$ cat config.mk
export PLATFORM = sky130hd
export DESIGN_NAME = lcss_cell
export DESIGN_NICKNAME = d
export VERILOG_FILES = /design/src/hdl/least_connection_slot_select_assert.svh /design/src/hdl/lcss_pkg.sv /design/src/hdl/lcss_cell.sv
export SDC_FILE = /design/constraint.sdc
export NUM_CORES = 1
export LEC_CHECK = 0
export BUFFER_PORTS_ARGS = -buffer_cell sky130_fd_sc_hd__buf_4
export CAP_MARGIN = 20
export CORE_UTILIZATION = 55
export DETAILED_ROUTE_END_ITERATION = 10
export PLACE_DENSITY = 0.86
export SETUP_SLACK_MARGIN = 0.3
export SLEW_MARGIN = 40
export SYNTH_ARGS = -nofsm -noshare
export SYNTH_HDL_FRONTEND = slang
export SYNTH_SLANG_ARGS = --single-unit
$ cat constraint.sdc
create_clock -name clk -period 4.67 [get_ports clk]
set_input_delay 0.2335 -clock clk [delete_from_list [all_inputs] [get_ports clk]]
set_output_delay 0.2335 -clock clk [all_outputs]
set_load 0.1 [all_outputs]
$ cat src/hdl/least_connection_slot_select_assert.svh
// Assertion macros shared by the slot selector RTL.
// Each use names a label, a property and a message; clk and arst_n are taken from
// the module that uses the macro.
`ifndef LEAST_CONNECTION_SLOT_SELECT_ASSERT_SVH
`define LEAST_CONNECTION_SLOT_SELECT_ASSERT_SVH

`ifndef SYNTHESIS

`define LCSS_ASSERT(lbl, prop, msg) \
	lbl: assert property (@(posedge clk) disable iff (!arst_n) (prop)) \
		else $error(msg);

`define LCSS_NEVER(lbl, expr, msg) \
	lbl: assert property (@(posedge clk) disable iff (!arst_n) !(expr)) \
		else $error(msg);

`else

`define LCSS_ASSERT(lbl, prop, msg)

`define LCSS_NEVER(lbl, expr, msg)

`endif

`endif

$ cat src/hdl/lcss_pkg.sv
`timescale 1ns / 1ps

package lcss_pkg;

	localparam int SLOT_W  = 10;
	localparam int COUNT_W = 32;
	localparam int CFG_W   = 11;

	// Reach of the slot field; no slot at or above it can be written or chosen.
	localparam int SLOT_SPAN = 1 << SLOT_W;

	localparam int MAX_SLOTS_DEF = 1024;

	localparam logic MODE_WRITE  = 1'b0;
	localparam logic MODE_SELECT = 1'b1;

	typedef struct packed {
		logic               mode;
		logic [SLOT_W-1:0]  slot;
		logic [COUNT_W-1:0] count;
	} req_t;

	typedef struct packed {
		logic [SLOT_W-1:0]  chosen_slot;
		logic [COUNT_W-1:0] least_count;
	} rsp_t;

	// Scan token moving down the row of cells.
	typedef struct packed {
		logic               valid;
		logic               first;
		logic [SLOT_W-1:0]  slot;
		logic [COUNT_W-1:0] count;
	} tok_t;

endpackage

$ cat src/hdl/lcss_cell.sv
`timescale 1ns / 1ps

module lcss_cell #(
	parameter int IDX = 0
) (
	input  logic                        clk,
	input  logic                        arst_n,
	input  logic                        wr_en,
	input  logic [lcss_pkg::SLOT_W-1:0] wr_slot,
	input  logic [lcss_pkg::COUNT_W-1:0] wr_count,
	input  logic [lcss_pkg::CFG_W-1:0]  active_slots,
	input  lcss_pkg::tok_t              tok_in,
	output lcss_pkg::tok_t              tok_out
);

	localparam logic [lcss_pkg::SLOT_W-1:0] ID     = lcss_pkg::SLOT_W'(IDX);
	localparam logic [lcss_pkg::CFG_W-1:0]  ID_EXT = lcss_pkg::CFG_W'(IDX);

	logic [lcss_pkg::COUNT_W-1:0] count_q;
	lcss_pkg::tok_t               tok_q;
	logic                         active;
	logic                         take;

	assign active = ID_EXT < active_slots;
	// The first cell seeds the running minimum with its own count, active or not.
	assign take   = tok_in.first || (active && (count_q < tok_in.count));

	always_ff @(posedge clk or negedge arst_n) begin
		if (!arst_n) begin
			count_q <= '0;
		end else if (wr_en && (wr_slot == ID)) begin
			count_q <= wr_count;
		end
	end

	always_ff @(posedge clk or negedge arst_n) begin
		if (!arst_n) begin
			tok_q <= '0;
		end else begin
			tok_q.valid <= tok_in.valid;
			if (tok_in.valid) begin
				tok_q.first <= 1'b0;
				if (take) begin
					tok_q.slot  <= ID;
					tok_q.count <= count_q;
				end else begin
					tok_q.slot  <= tok_in.slot;
					tok_q.count <= tok_in.count;
				end
			end
		end
	end

	assign tok_out = tok_q;

endmodule

## Word level (Yosys, flattened, before mapping)

Cells that the tools add are included.
W data, S select, Z words.

| cells by class | value |
|---|---|
| multiply operators | 0 |
| muxes and demuxes | 1 |
| $add $sub $neg | 0 |
| order comparisons | 2 |
| shift operators | 0 |
| divide/modulo/power cells | 0 |
| bitwise gates (word level) | 0 |
| eq/ne operators | 0 |
| reduce and logical (&&, ||, !) cells | 4 |

Operators by type and width:

| operator | count |
|---|---|
| $mux W42 | 1 |
| $lt A32 B32 Y1 | 1 |
| $lt A1 B11 Y1 const A | 1 |
| $logic_not A10 Y1 | 1 |
| $logic_and A1 B1 Y1 | 2 |
| $logic_or A1 B1 Y1 | 1 |

| storage, ports and cells | value |
|---|---|
| memory bits (read-only) | 0 |
| bits of input ports | 100 |
| bits in registers | 75 |
| output and inout bits | 44 |
| latch bits | 0 |
| bits in writable memories | 0 |
| memories kept | 0 |

## Logic depth before layout (Yosys ltp)

Gate-level depths: netlist of the first run.

| depth | value |
|---|---|
| depth in word-level cells | 4 |
| gate-level depth with buffers | 10 |
| gate-level depth less buffers | 8 |

## Worst setup path before layout of the first run

OpenSTA, ideal clock, no wires.

| timing path | value |
|---|---|
| path type | register -> register |
| start | reg count_q[2] (netlist name) |
| end | reg tok_q, in the netlist tok_out[0] |
| period minus slack after synthesis | 2,352 ps |
| required time | 4,525 ps |
| path slack | 2,318 ps |
| data arrival time | 2,207 ps |
| library setup time | 145 ps |
| cell stages (with the launch flop) | 10 |
| path buffers | 2 |
| cells stage by stage | dfrtp_1 > ha_1 > a211o_1 > a31oi_1 > o311ai_1 > a2111oi_4 > o21a_1 > buf_2 > buf_6 > o221ai_2 |

| on the way | value |
|---|---|
| word-level cells in the longest chain between the ends | 4 |

RTL lines:

| item | line | RTL |
|---|---|---|
| from (decl) | lcss_cell.sv:19 | `logic [lcss_pkg::COUNT_W-1:0] count_q;` |
| from (signal assigned) | lcss_cell.sv:32 | `count_q <= wr_count;` |
| $lt A32 B32 Y1 | lcss_cell.sv:26 | `assign take = tok_in.first \|\| (active && (count_q < tok_in.count));` |
| $logic_and A1 B1 Y1 | lcss_cell.sv:26 |  |
| $logic_or A1 B1 Y1 | lcss_cell.sv:26 |  |
| $mux W42 | lcss_cell.sv:43 | `if (take) begin` |
| to (decl) | lcss_cell.sv:20 | `lcss_pkg::tok_t tok_q;` |

No other way between the ends.
A chain may end at the register's enable or synchronous reset.

## Worst setup path in the final report of the first run

| timing path | value |
|---|---|
| start | reg count_q[2] (netlist name) |
| end | reg tok_q, in the netlist tok_out[15] |

The elaborated chain is that of the path after synthesis.

==> results of run 1 <==
==> cell usage in the layout, fill, tap and decap left out, types with 4 or more instances in the layout <==
cell type and count:
buf_4 143, inv_1 75, dfrtp_1 75, nand2_1 46
o2111ai_1 32, mux2_2 32, ha_1 31, o221ai_1 22
o221ai_2 10, o22ai_1 10, a21oi_1 9, clkbuf_8 9
nand4_1 6, nor2_1 4, nor4_1 4
==> flip-flops by register name (all words and copies together), names as in the netlist <==
register  flops
count_q      32
tok_out      43
==> cells by family (layout without fill, tap and decap cells) <==
| family | count (synthesis) | after routing | synth area share [%] |
|---|---|---|---|
| AOI/OAI and AO/OA | 101 | 101 | 20.8 |
| adders and majority gates | 31 | 31 | 9.17 |
| muxes | 32 | 32 | 8.52 |
| other | 1 | 1 | 0.0887 |
| and+or+nand+nor | 68 | 68 | 6.98 |
| buffers and inverters | 106 | 237 | 10.1 |
| DFF | 75 | 75 | 44.4 |
==> routing by layer <==
| layer | track usage (%) | vias to the layer above |
|---|---|---|
| li1 | - | 1745 |
| met1 | 32.2 | 1779 |
| met3 | 5.76 | 28 |
| met2 | 47.2 | 159 |
| met4 | 12.8 | 0 |
| met5 | 0 | - |
==> through the flow <==
step	std cells	setup slack [ns]	hold WS (ns)	util [%]	area, µm²
floorplan	414	2.32	-0.0621	-	4230
global placement	627	1.74	0.430	72.5	5320
detailed placement	627	1.95	0.300	72.7	5330
CTS	644	1.94	0.0956	76.1	5580
global route	644	1.84	0.104	76.1	5580
finish	644	1.98	0.111	76.1	5580
==> final cells by class <==
| type | count | share of cell area (%) |
|---|---|---|
| multi-input combinational | 233 | 35.0 |
| sequential | 75 | 33.6 |
| timing repair buffer | 146 | 19.8 |
| inverter | 75 | 5.04 |
| clock buffer | 10 | 2.29 |
| tap | 99 | 2.22 |
| clock inverter | 6 | 2.04 |
==> timing repair <==
| item | in CTS | in global routing |
|---|---|---|
| hold buffers | 1 | 0 |
| gates resized for setup | 0 | 0 |
| hold endpoints to repair | 75 | 0 |
==> Yosys cell counts, types with 2 or more instances <==
cell,n,share of area (%)
inv_1,75,6.7
a21oi_1,9,1.1
a31oi_1,2,0.30
nand3_1,4,0.47
clkbuf_1,20,1.8
o221ai_1,22,4.6
nor4_1,4,0.59
nor2_1,4,0.36
buf_4,4,0.71
dfrtp_1,75,44
o221ai_2,10,3.6
ha_1,31,9.2
mux2_2,32,8.5
nand4_1,6,0.89
nor3_1,2,0.24
buf_1,2,0.18
o22ai_1,10,1.5
buf_2,4,0.47
a211o_1,2,0.41
o21ai_0,3,0.36
nand2_1,46,4.1
a21o_1,2,0.36
o2111ai_1,32,6.6
==> critical path: stages, from the launching register on <==
cell	delay, ns
dfrtp_1	0.41
ha_1	0.29
a211o_1	0.29
a31oi_1	0.16
o311ai_1	0.16
a2111oi_4	0.41
o21a_4	0.55
o221ai_1	0.23
==> where the power goes <==
group	internal (W)	leakage, nW	switching (W)	total (W)
registers	0.000660	1.04	0.00000745	0.000667
logic	0.0000882	1.70	0.000134	0.000222
clock network	0.000356	0.113	0.000250	0.000606
==> path summary, 6_finish.rpt <==
| path | from | endpoint | slack [ns] | depth (start not counted) |
|---|---|---|---|---|
| max in group asynchronous | arst_n | count_q[29] | 3.72 | 2 |
| worst min register to register | count_q[0] | count_q[0] | 0.53 | 1 |
| worst max-delay path | count_q[2] | tok_out[15] | 1.98 | 7 |
| worst min-delay path | wr_count[16] | count_q[16] | 0.11 | 2 |
| min in group asynchronous | arst_n | tok_out[18] | 0.46 | 2 |
| worst max register to register | count_q[2] | tok_out[15] | 1.98 | 7 |
==> impl_metrics.tcl, run 1 <==
set metrics [dict create \
    drv_slew 0 \
    vias_per_cell 5.76 \
    htreeDepth 3 \
    ys_ff_latch 75 \
    core_area_um2 7330 \
    m1WireLength_um 4380 \
    maxCapViolations 0 \
    worstSkewPairLatency_ns 0.35 \
    synth.distinct_cells 36 \
    cts.path.max_buffers 2 \
    top_layer "met4" \
    vias 3711 \
    wirelength_um 10700 \
    dieArea_um2 8040 \
    finalCritPeriodShare_pct 57.7 \
    drt_first_pass_iters 7 \
    clock_sinks 75 \
    drc 0 \
    fin_tns_setup_ns 0 \
    critPathRequiredTime_ns 4.85 \
    dp_hpwl_um 7210 \
    yosysSeqAreaShare_pct 44.4 \
    leakage_nw 2.85 \
    ys_async_sr_fraction_pct 100 \
    place_congestion 0.857 \
    ant_nets 0 \
    die_h_um 89.7 \
    setup_viol 0 \
    grt_max_degree 118 \
    crit_path_end_kind "flip-flop" \
    ir_worst_vdd_mv 0.174 \
    grt_pass1_vias 3530 \
    grt_usage_pct 27.2 \
    syn_area_per_cell_um2 10.2 \
    multi_input_area_um2 1950 \
    die_w_um 89.7 \
    rsz0062_at_grt "no" \
    ys_warn_count 0 \
    syn_to_final_growth_pct 32.0 \
    synth_cells 414 \
    criticalPathCategory "flip-flop to flip-flop" \
    status "complete, no violations" \
    syn_area_um2 4230 \
    rows 31 \
    overflow 0 \
    timing.final.crit_period_ns 2.69 \
    p_per_area_nw_per_um2 268 \
    p_total_w 0.00149 \
    hold_path_class "input pin to flip-flop" \
    clock.fmax_ghz 0.371 \
    clkTransAtPathRegs_ns 0.08 \
    synth_top_flop_cell "dfrtp_1" \
    postCtsSetupRepairBufs 0 \
    synthesis.nets 545 \
    grt_pass1_wl_um 16500 \
    max_slew_margin_pct 42.2 \
    ff_latch_area_um2 1880 \
    worstSetupStartpointType "flip-flop" \
    port_buffers 142 \
    cts_buffers 9 \
    hold_violations 0 \
    synth_edf_count 0 \
    worst_slew_pin_slew_ns 0.867 \
    cts_tree "built" \
    cts_root_buffer "clkbuf_8" \
    dr_wl_met2_um 5440 \
    layout-drive-gt1-share_pct 37.8 \
    nNetsFinal 671 \
    route.met3.wl_um 572 \
    start_util_pct 57.7 \
    num_io_pins 144 \
    wire_per_inst_um 16.5 \
    skew_ns 0.00948 \
    cp_data_arrival_time_ns 2.88 \
    n_fill_cell 522 \
    path_max_fanout 42 \
    first_iter_violations 233 \
    antenna_cells 0 \
    antenna_found_initial 0 \
]
(Power assumes the default switching activity.)
==> inputs of run 2 (changes only) <==
ABC_AREA = 1   (was default)
CORE_UTILIZATION = 51   (was 55)
PLACE_DENSITY = 0.81   (was 0.86)
clock period = 2.6 ns   (was 4.67 ns; I/O delays follow)
==> run 2 against run 1 <==
Effect of this change:
- first-iteration DRC count is 32% lower
- clock-buffer cell count stayed put
- final cell count is 17% higher
- critical path type unchanged
- largest power group unchanged
- highest routed layer unchanged
- routed wire length is 1.7% lower
==> impl_metrics.tcl, run 2 <==
set metrics [dict create \
    reg2reg_from "count_q[31]" \
    grt_pass1_wl_um 16800 \
    wirelength_um 10500 \
    ys_ff_latch 75 \
    grt_usage_pct 24.9 \
    ant_nets 0 \
    antenna_cells 0 \
    setup_viol 0 \
    critPathRequiredTime_ns 2.84 \
    start_util_pct 53.4 \
    rrSetupSlack_ns 0.42 \
    ys_warn_count 0 \
    rr_worst_depth 11 \
    path_max_fanout 21 \
    status "complete, no violations" \
    syn_area_um2 4190 \
    synth_common_cells "143 x nand2_1, 75 x dfrtp_1, 72 x inv_1" \
    drc 0 \
    drv_slew 0 \
    cts_buffers 9 \
    synth_top_flop_cell "dfrtp_1" \
    htreeDepth 3 \
    synth_edf_count 0 \
    cts_tree "built" \
    worstSkewPairLatency_ns 0.35 \
    nNetsFinal 775 \
    dp_hpwl_um 7180 \
    rr_endpoint "tok_out[27]" \
    ys_async_sr_fraction_pct 100 \
    syn_area_per_cell_um2 8.43 \
    vias 3841 \
    synth.most_common_cell "nand2_1" \
    clock.fmax_ghz 0.458 \
    layout_commonest_cell "buf_4" \
    syn_to_final_growth_pct 35.9 \
    antenna_found_initial 0 \
    yosys.area.top_type_share_pct 44.8 \
    max_slew_margin_pct 36.0 \
    clock_sinks 75 \
    hold_path_class "input pin to flip-flop" \
    num_io_pins 144 \
    core_area_um2 7850 \
    skew_ns 0.0104 \
    mostFrequentLayoutCells "148 x buf_4, 143 x nand2_1, 75 x dfrtp_1" \
    port_buffers 142 \
    p_total_w 0.00274 \
    die_h_um 92.6 \
    layout-drive-gt1-share_pct 31.4 \
    wire_per_inst_um 14.0 \
    die_w_um 92.6 \
    timing.final.crit_period_ns 2.18 \
    drt_first_pass_iters 4 \
    rsz0062_at_grt "yes" \
    finalCritPeriodShare_pct 84.0 \
    vias_per_cell 5.11 \
    yosysTopAreaCell "dfrtp_1" \
    largest_reg_flops 43 \
    holdPathEnd "count_q[3]" \
    hold_violations 0 \
    fin_tns_setup_ns 0 \
    clkTransAtPathRegs_ns 0.08 \
    maxCapViolations 0 \
    synth.distinct_cells 25 \
    dieArea_um2 8580 \
    cts.path.max_buffers 2 \
    worstHoldPathCells 2 \
    p_per_area_nw_per_um2 481 \
    grt_max_degree 76 \
    place_congestion 0.780 \
    yosysSeqAreaShare_pct 44.8 \
    leakage_nw 3.34 \
    timing.hold.ws_ns 0.00756 \
    cts_root_buffer "clkbuf_8" \
    first_iter_violations 158 \
    rows 32 \
    ir_worst_vdd_mv 0.202 \
    overflow 0 \
    cp_data_arrival_time_ns 2.42 \
    synth_cells 497 \
    worst_slew_pin_slew_ns 0.959 \
    crit_path_end_kind "flip-flop" \
    grt_pass1_vias 3695 \
    worstSetupStartpointType "flip-flop" \
    synthesis.nets 628 \
    synth_area_leaders "dfrtp_1 45%, nand2_1 13%, ha_1 9.3%" \
    criticalPathCategory "flip-flop to flip-flop" \
    hold_start "wr_count[3]" \
]
## run 2: changes by cell type in the layout (fill, tap and decap cells not counted), sizes merged, moves of 3 or more
| cell | delta |
|---|---|
| o21ai | +10 |
| o221ai | -32 |
| nor2 | +5 |
| dlygate4sd3 | +7 |
| nand4 | -3 |
| nand3 | +62 |
| buf | +5 |
| nand2 | +100 |
| inv | -3 |
| o22ai | -10 |
| a21oi | +6 |
| o2111ai | -32 |
## run 2: worst max-delay path by stage
| stage | startpoint | cells past startpoint | slack [ns] | endpoint |
|---|---|---|---|---|
| 2_1_floorplan | count_q[31] | 11 | 0.85 | tok_out[0] |
| 3_3_place_gp | count_q[31] | 11 | 0.30 | tok_out[9] |
| 3_5_place_dp | count_q[31] | 11 | 0.29 | tok_out[9] |
| 4_1_cts | count_q[31] | 11 | 0.32 | tok_out[27] |
| 5_1_grt | count_q[15] | 13 | 0.29 | tok_out[27] |
| 6_report | count_q[31] | 11 | 0.42 | tok_out[27] |
## run 2: what timing repair did
action                                  in CTS  in global routing
pin swaps                                    0                  1
gates resized for setup                      2                  5
endpoints found under the setup margin       5                 42
endpoints found under the hold margin       82                  0
setup buffers                                0                  3
cloned                                       0                  1
hold buffers                                 8                  0
## run 2: kinds of logic (layout without fill, tap and decap cells)
group	count (synthesis)	after routing	synth area share, %
compound gates	30	30	3.65
fa+ha+maj	31	31	9.26
buf+inv	96	247	9.77
flops	75	75	44.8
mux	32	32	8.60
other cells	1	1	0.0895
simple gates	232	233	23.8
## run 2: per-stage QoR
| stage | setup slack [ns] | instance area, µm² | util [%] | cells |
|---|---|---|---|---|
| 2_1_floorplan | 0.850 | 4190 | - | 497 |
| 3_3_place_gp | 0.297 | 5280 | 67.3 | 723 |
| 3_5_place_dp | 0.291 | 5290 | 67.4 | 723 |
| 4_1_cts | 0.324 | 5630 | 71.7 | 747 |
| 5_1_grt | 0.288 | 5690 | 72.5 | 751 |
| 6_report | 0.416 | 5690 | 72.5 | 751 |
## run 2: layout make-up
class                      instances  area [µm²]
fill                             613        2160
multi-input combinational        327        1940
sequential                        75        1880
timing repair buffer             158        1220
inverter                          73         274
clock buffer                      10         138
tap                              102         128
clock inverter                     6         113
## run 2: power by group
group          internal [W]  total [W]  switching [W]
Sequential          0.00119    0.00120      0.0000143
Clock              0.000663    0.00111       0.000443
Combinational      0.000166   0.000431       0.000265
## run 2: routing by layer
layer	track usage, %	wire length, µm	vias to the layer above
li1	-	-	1891
met2	43.6	5320	140
met4	8.21	129	0
met3	3.04	543	11
met5	0	0	-
met1	32.0	4490	1799
## run 2: worst max-delay path: stages, from the launching register on
cell     delay [ns]
dfrtp_1        0.40
ha_1           0.30
nand2_1        0.08
nor2_2         0.14
nand4_1        0.16
nor4_2         0.18
nand2_1        0.13
nand2_4        0.20
buf_12         0.19
nand3_1        0.10
nand3_1        0.14
nand2_1        0.05
